File: src/sv/kml_pkg.sv
// Shared constants, codes and types of the k-means clustering engine.
package kml_pkg;

    // Default sizes of the stores
    localparam int KML_MAX_POINTS   = 1024;
    localparam int KML_MAX_FEATURES = 8;
    localparam int KML_MAX_CLUSTERS = 16;

    // Fixed widths of the data path
    localparam int VAL_W = 16;
    localparam int SUM_W = 32;
    localparam int CFG_W = 16;

    // Item kinds
    localparam logic [2:0] KIND_LOAD_CTR = 3'd0;
    localparam logic [2:0] KIND_LOAD_PT  = 3'd1;
    localparam logic [2:0] KIND_RUN      = 3'd2;
    localparam logic [2:0] KIND_READ_MEM = 3'd3;
    localparam logic [2:0] KIND_READ_CTR = 3'd4;

    // Configuration register indexes
    localparam logic [2:0] REG_NUM_FEATURES   = 3'd0;
    localparam logic [2:0] REG_NUM_CLUSTERS   = 3'd1;
    localparam logic [2:0] REG_NUM_POINTS     = 3'd2;
    localparam logic [2:0] REG_LOOP_LIMIT     = 3'd3;
    localparam logic [2:0] REG_THRESHOLD_Q16  = 3'd4;
    localparam logic [2:0] REG_THRESHOLD_MODE = 3'd5;

    // Strobes broadcast from the sequencer to every cluster cell
    typedef struct packed {
        logic acc_clr;   // start a new distance sum
        logic feat_vld;  // a point feature is on the broadcast bus
        logic pass_clr;  // clear sums and counts for a new pass
        logic upd;       // add the buffered point to the picked cluster
        logic div_load;  // load the divider with one feature sum
        logic div_step;  // one restoring division step
        logic div_wr;    // write the quotient back as the new center
        logic ld_ctr;    // load one center feature
    } t_cell_op;

endpackage

File: src/sv/kml_cell.sv
// One cluster cell: center, distance, sums, count, divider and a stage of the min chain.
module kml_cell #(
    parameter int IDX          = 0,
    parameter int MAX_POINTS   = 1024,
    parameter int MAX_FEATURES = 8,
    parameter int MAX_CLUSTERS = 16
) (
    input  logic                 i_clk,
    input  logic                 i_rst_n,
    input  kml_pkg::t_cell_op    i_op,
    input  logic [((MAX_FEATURES > 1) ? $clog2(MAX_FEATURES) : 1)-1:0] i_feat_sel,
    input  logic signed [kml_pkg::VAL_W-1:0] i_value,
    input  logic [$clog2(MAX_CLUSTERS+1)-1:0] i_idx,
    input  logic signed [kml_pkg::VAL_W-1:0] i_pt_buf [MAX_FEATURES],
    input  logic [$clog2(MAX_FEATURES+1)-1:0] i_nf,
    input  logic [$clog2(MAX_CLUSTERS+1)-1:0] i_nc,
    input  logic                 i_tok_vld,
    input  logic                 i_tok_have,
    input  logic [32+$clog2(MAX_FEATURES)-1:0] i_tok_dist,
    input  logic [$clog2(MAX_CLUSTERS+1)-1:0] i_tok_idx,
    output logic                 o_tok_vld,
    output logic                 o_tok_have,
    output logic [32+$clog2(MAX_FEATURES)-1:0] o_tok_dist,
    output logic [$clog2(MAX_CLUSTERS+1)-1:0] o_tok_idx,
    output logic signed [kml_pkg::VAL_W-1:0] o_rd_val
);
    import kml_pkg::*;

    localparam int CW = $clog2(MAX_CLUSTERS+1);
    localparam int NW = $clog2(MAX_POINTS+1);
    localparam int DW = 32 + $clog2(MAX_FEATURES);

    logic signed [VAL_W-1:0] r_ctr [MAX_FEATURES];
    logic signed [SUM_W-1:0] r_sum [MAX_FEATURES];
    logic [NW-1:0]           r_cnt;
    logic [31:0]             r_prod;
    logic                    r_pv;
    logic [DW-1:0]           r_acc;
    logic [NW-1:0]           r_rem;
    logic [SUM_W-1:0]        r_quo;
    logic                    r_neg;
    logic                    r_tok_vld;
    logic                    r_tok_have;
    logic [DW-1:0]           r_tok_dist;
    logic [CW-1:0]           r_tok_idx;

    logic                    w_mine;
    logic                    w_active;
    logic signed [VAL_W:0]   w_diff;
    logic signed [2*VAL_W+1:0] w_sq;
    logic signed [SUM_W-1:0] w_sel_sum;
    logic [SUM_W-1:0]        w_abs;
    logic [NW:0]             w_trial;
    logic                    w_ge;
    logic [SUM_W-1:0]        w_negq;
    logic signed [VAL_W-1:0] w_ctr_sel;

    assign w_mine    = (i_idx == CW'(IDX));
    assign w_active  = (CW'(IDX) < i_nc);
    assign w_ctr_sel = r_ctr[i_feat_sel];
    assign w_diff    = {i_value[VAL_W-1], i_value} - {w_ctr_sel[VAL_W-1], w_ctr_sel};
    assign w_sq      = w_diff * w_diff;
    assign w_sel_sum = r_sum[i_feat_sel];
    assign w_abs     = w_sel_sum[SUM_W-1] ? SUM_W'(-w_sel_sum) : SUM_W'(w_sel_sum);
    assign w_trial   = {r_rem, r_quo[SUM_W-1]};
    assign w_ge      = (w_trial >= {1'b0, r_cnt});
    assign w_negq    = -r_quo;
    assign o_rd_val  = w_ctr_sel;

    // Square the feature difference, then accumulate the distance
    always_ff @(posedge i_clk) begin
        if (!i_rst_n) begin
            r_pv <= 1'b0;
        end else begin
            r_pv <= i_op.feat_vld;
        end
        r_prod <= w_sq[31:0];
        if (i_op.acc_clr) begin
            r_acc <= '0;
        end else if (r_pv) begin
            r_acc <= r_acc + DW'(r_prod);
        end
    end

    // Pass the running minimum to the next cell, taking it over when closer
    always_ff @(posedge i_clk) begin
        if (!i_rst_n) begin
            r_tok_vld <= 1'b0;
        end else begin
            r_tok_vld <= i_tok_vld;
        end
        if (w_active && (!i_tok_have || (r_acc < i_tok_dist))) begin
            r_tok_have <= 1'b1;
            r_tok_dist <= r_acc;
            r_tok_idx  <= CW'(IDX);
        end else begin
            r_tok_have <= i_tok_have;
            r_tok_dist <= i_tok_dist;
            r_tok_idx  <= i_tok_idx;
        end
    end

    assign o_tok_vld  = r_tok_vld;
    assign o_tok_have = r_tok_have;
    assign o_tok_dist = r_tok_dist;
    assign o_tok_idx  = r_tok_idx;

    // Accumulate per-cluster sums and count
    always_ff @(posedge i_clk) begin
        if (!i_rst_n) begin
            r_cnt <= '0;
        end else if (i_op.pass_clr) begin
            r_cnt <= '0;
        end else if (i_op.upd && w_mine) begin
            r_cnt <= r_cnt + NW'(1);
        end
        for (int f = 0; f < MAX_FEATURES; f++) begin
            if (i_op.pass_clr) begin
                r_sum[f] <= '0;
            end else if (i_op.upd && w_mine && (f < int'(i_nf))) begin
                r_sum[f] <= r_sum[f] + {{(SUM_W-VAL_W){i_pt_buf[f][VAL_W-1]}}, i_pt_buf[f]};
            end
        end
    end

    // Divide one feature sum by the count, one quotient bit a cycle
    always_ff @(posedge i_clk) begin
        if (i_op.div_load) begin
            r_rem <= '0;
            r_quo <= w_abs;
            r_neg <= w_sel_sum[SUM_W-1];
        end else if (i_op.div_step) begin
            r_rem <= w_ge ? NW'(w_trial - {1'b0, r_cnt}) : NW'(w_trial);
            r_quo <= {r_quo[SUM_W-2:0], w_ge};
        end
    end

    // Load or replace center features
    always_ff @(posedge i_clk) begin
        if (i_op.ld_ctr && w_mine) begin
            r_ctr[i_feat_sel] <= i_value;
        end else if (i_op.div_wr && (r_cnt != '0) && (int'(i_feat_sel) < int'(i_nf))) begin
            r_ctr[i_feat_sel] <= r_neg ? w_negq[VAL_W-1:0] : r_quo[VAL_W-1:0];
        end
    end

    // Token timing through the cell
    a_tok_delay: assert property (@(posedge i_clk) disable iff (!i_rst_n)
        i_tok_vld |=> o_tok_vld)
        else $error("min chain token lost in cell");

    // Count steps by one on a matching update
    a_cnt_inc: assert property (@(posedge i_clk) disable iff (!i_rst_n)
        (i_op.upd && w_mine && !i_op.pass_clr) |=> (r_cnt == $past(r_cnt) + NW'(1)))
        else $error("cluster count did not advance");

    // Remainder stays below a nonzero divisor
    a_rem_range: assert property (@(posedge i_clk) disable iff (!i_rst_n)
        (i_op.div_step && (r_cnt != '0) && !i_op.upd && !i_op.pass_clr) |=> (r_rem < r_cnt))
        else $error("divider remainder out of range");

endmodule

File: config.mk
export PLATFORM = sky130hd
export DESIGN_NAME = kml_cell
export DESIGN_NICKNAME = d
export VERILOG_FILES = /design/src/sv/kml_pkg.sv /design/src/sv/kml_cell.sv
export SDC_FILE = /design/constraint.sdc
export NUM_CORES = 2
export LEC_CHECK = 0
export BUFFER_PORTS_ARGS = -buffer_cell sky130_fd_sc_hd__buf_2
export CORE_MARGIN = 2
export CORE_UTILIZATION = 50
export DETAILED_ROUTE_END_ITERATION = 16
export GPL_TIMING_DRIVEN = 0
export PLACE_DENSITY = 0.79
export SYNTH_ARGS = -nofsm -noshare
export SYNTH_HDL_FRONTEND = slang
export SYNTH_SLANG_ARGS = --single-unit
export TNS_END_PERCENT = 5
File: constraint.sdc
create_clock -name i_clk -period 30.8 [get_ports i_clk]
set_input_delay 6.16 -clock i_clk [delete_from_list [all_inputs] [get_ports i_clk]]
set_output_delay 6.16 -clock i_clk [all_outputs]
set_load 0.02 [all_outputs]
==> flow_metrics.env <==
export IMPL_fin_cells=6564
export IMPL_final_hold_viol_count=0
export IMPL_post_cts_resized=0
export IMPL_synth_cell_area_sq_um=47400
export IMPL_drv_slew=0
export IMPL_htree_levels=3
export IMPL_final_antenna_net_count=0
export IMPL_max_freq_mhz=52.8
export IMPL_synth_top_cells_by_count="nor2_1 (520), inv_1 (504), ha_1 (425)"
export IMPL_die_area_sq_um=97200
export IMPL_clockBufferDepth=3
export IMPL_finalNetCount=6156
export IMPL_dr_total_vias=39600
export IMPL_die_h_um=312
export IMPL_synth_top_flop_cell="edfxtp_1"
export IMPL_cp_max_fo=10
export IMPL_rsz0062_at_grt="false"
export IMPL_highest_layer="met5"
export IMPL_async_flop_share=0
export IMPL_syn2layout_area_growth_pct=11.9
export IMPL_avgSynthCellArea_sq_um=9.67
export IMPL_yosysMostFrequentCell="nor2_1"
export IMPL_drive_gt1_frac=0.102
export IMPL_start_kind="primary input"
export IMPL_max_cap_violations=0
export IMPL_design_core_area_sq_um=93600
export IMPL_tns_ns=0
export IMPL_synth_edf_count=417
export IMPL_r2r_slack_ns=19.52
export IMPL_yosys_area_top_type="edfxtp_1"
export IMPL_viasPerCell=6.03
export IMPL_critPathBufInv=14
export IMPL_cts_tree="done"
export IMPL_routed_wl_um=143000
export IMPL_synth_seq_cells=548
export IMPL_drt_iter0_markers=4017
export IMPL_post_cts_buffers=0
export IMPL_rows=112
export IMPL_netlist_instances=4897
export IMPL_grt_overflow=0
export IMPL_ys_warn_count=0
export IMPL_worst_slack_ns=11.86
export IMPL_io_pins=271
export IMPL_antenna_found_initial=12
export IMPL_cts_sinks=548
export IMPL_netlist_cell_type_count=97
export IMPL_required_ns=31.30
export IMPL_status="complete, no violations"
export IMPL_numCtsBuffers=67
export IMPL_whs_endpoint="r_rem[10]"
export IMPL_dr_pass1_iters=7
export IMPL_cts_hold_buf=0
export IMPL_track_usage=0.288
export IMPL_r2r_cells=35
export IMPL_wl_met1_um=54800
export IMPL_clk_latency_ns=0.64
export IMPL_gp_congestion=1.00
export IMPL_critical_path_arrival_ns=19.44
export IMPL_io_buffers=267
export IMPL_holdWs_ns=0.455
export IMPL_cp_end_kind="register"
export IMPL_drc_errors=0
export IMPL_grt_pass1_vias=38700
export IMPL_slowest_stage="clkbuf_1"
export IMPL_cpMostUsedCell="fa_1"
export IMPL_root_buffer="clkbuf_16"
export IMPL_tightestPinTransition_ns=1.45
export IMPL_place_ws_ns=11.45
export IMPL_worstHoldPathType="register to register"
export IMPL_dr_wl_met2_um=65800
export IMPL_fin_crit_sh=0.615
export IMPL_r2r_start="r_ctr[0][2]"
export IMPL_max_stage_delay_ns=0.70
export IMPL_dp_cells=6436
export IMPL_hold_start="r_rem[10]"
export IMPL_synthDominantCellAreaShare=0.264
export IMPL_holdPathStages=2
export IMPL_setup_viol=0
export IMPL_start_util=0.506
export IMPL_slew_headroom=0.0346
export IMPL_yosysSeqAreaShare=0.320
export IMPL_critical_path_class="primary input to register"
export IMPL_chipWidth_um=312
export IMPL_synthTopCellsByArea="edfxtp_1 (26%), fa_1 (11%), ha_1 (11%)"
export IMPL_dp_hpwl_um=112000
export IMPL_finClkSkew_ns=0.0243
export IMPL_timing_rr_end="r_prod[31]"
export IMPL_fin_crit_ns=18.94
export IMPL_wire_per_inst_um=21.8
export IMPL_wl_met3_um=11100
export IMPL_grt_pass1_wl_um=218000
export IMPL_syn_nets=5802
export IMPL_grt_max_degree=34
export IMPL_clk_pin_slew_worst_paths_ns=0.06
export IMPL_critPathTopFamily="adder cells"
-- layout by cell type (no fill, tap or decap), types with 35 or more instances in the layout --
cell type / n
nor2_1: 520
inv_1: 504
ha_1: 425
edfxtp_1: 417
nand2_1: 311
buf_2: 273
fa_1: 267
a21oi_1: 265
o21ai_0: 211
xnor2_1: 190
a21o_1: 148
xor2_1: 141
clkbuf_1: 136
dfxtp_1: 131
nor3_1: 84
nand3_1: 81
clkbuf_16: 69
a22oi_1: 64
o21a_1: 62
nand2b_1: 55
nor2b_1: 53
mux2i_1: 48
a211oi_1: 42
o21bai_1: 40
and2_1: 40
o221ai_1: 40
nand3b_1: 38
mux2_2: 38
a311o_1: 36
a31oi_1: 35
-- state kept, by name, summed over array words and instances, names as in the netlist --
name and cells:
r_ctr 128, r_cnt 11, r_rem 11, r_acc 35, r_prod 31, r_sum 256, o_tok_vld 1, r_pv 1
r_quo 32, o_tok_have 1, o_tok_idx 5, o_tok_dist 35, r_neg 1
-- worst max path at each step --
stage,startpoint,endpoint,slack [ns],depth (start not counted)
after floorplan,i_feat_sel[0],r_prod[31],14.40,44
after global placement,i_feat_sel[2],r_prod[31],11.59,43
after detailed placement,i_feat_sel[2],r_prod[31],11.45,43
after CTS,i_feat_sel[2],r_prod[31],12.09,43
after global routing,i_feat_sel[2],r_prod[31],11.29,43
final,i_feat_sel[2],r_prod[31],11.86,43
-- through the flow --
stage / utilization / area (sq um)
after detailed placement: 0.541 / 50600
after CTS: 0.566 / 53000
after global placement: 0.537 / 50300
final: 0.566 / 53000
after global routing: 0.566 / 53000
after floorplan: - / 47400
-- kinds of logic after synthesis --
group	count (synthesis)	synth area share
adders and majority gates	692	0.225
DFF	548	0.320
and+or+nand+nor	1358	0.135
xor gates and xnor gates	331	0.0612
AOI/OAI and AO/OA	1175	0.168
muxes	118	0.0347
buffers and inverters	675	0.0560
-- layout make-up --
type / count / area, sq um
clock inverters: 38 / 518
multi-input cells: 3674 / 29700
repair buffers: 285 / 1610
inverters: 516 / 1940
plain buffers: 159 / 718
clock buffers: 84 / 1840
flip-flops and latches: 548 / 15100
fillers: 8086 / 40600
well taps: 1254 / 1570
diodes: 6 / 15.0
-- routing by layer --
layer | vias up | GRT usage
met4 | 12 | 0.195
met5 | - | 0
met2 | 1936 | 0.468
met3 | 495 | 0.0477
li1 | 18200 | -
met1 | 18900 | 0.352
-- worst reg2reg max path, delay by kind of cell (launching register included) --
kind            cells  cell delay (ns)
compound gates     16             4.28
xor+xnor            2             0.50
fa+ha+maj           8             3.82
buf+inv             7             1.36
flops               1             0.36
simple gates        2             0.81
Power is not shown: default switching activity piles up to over one toggle a cycle in this logic, so the estimate is an artifact.
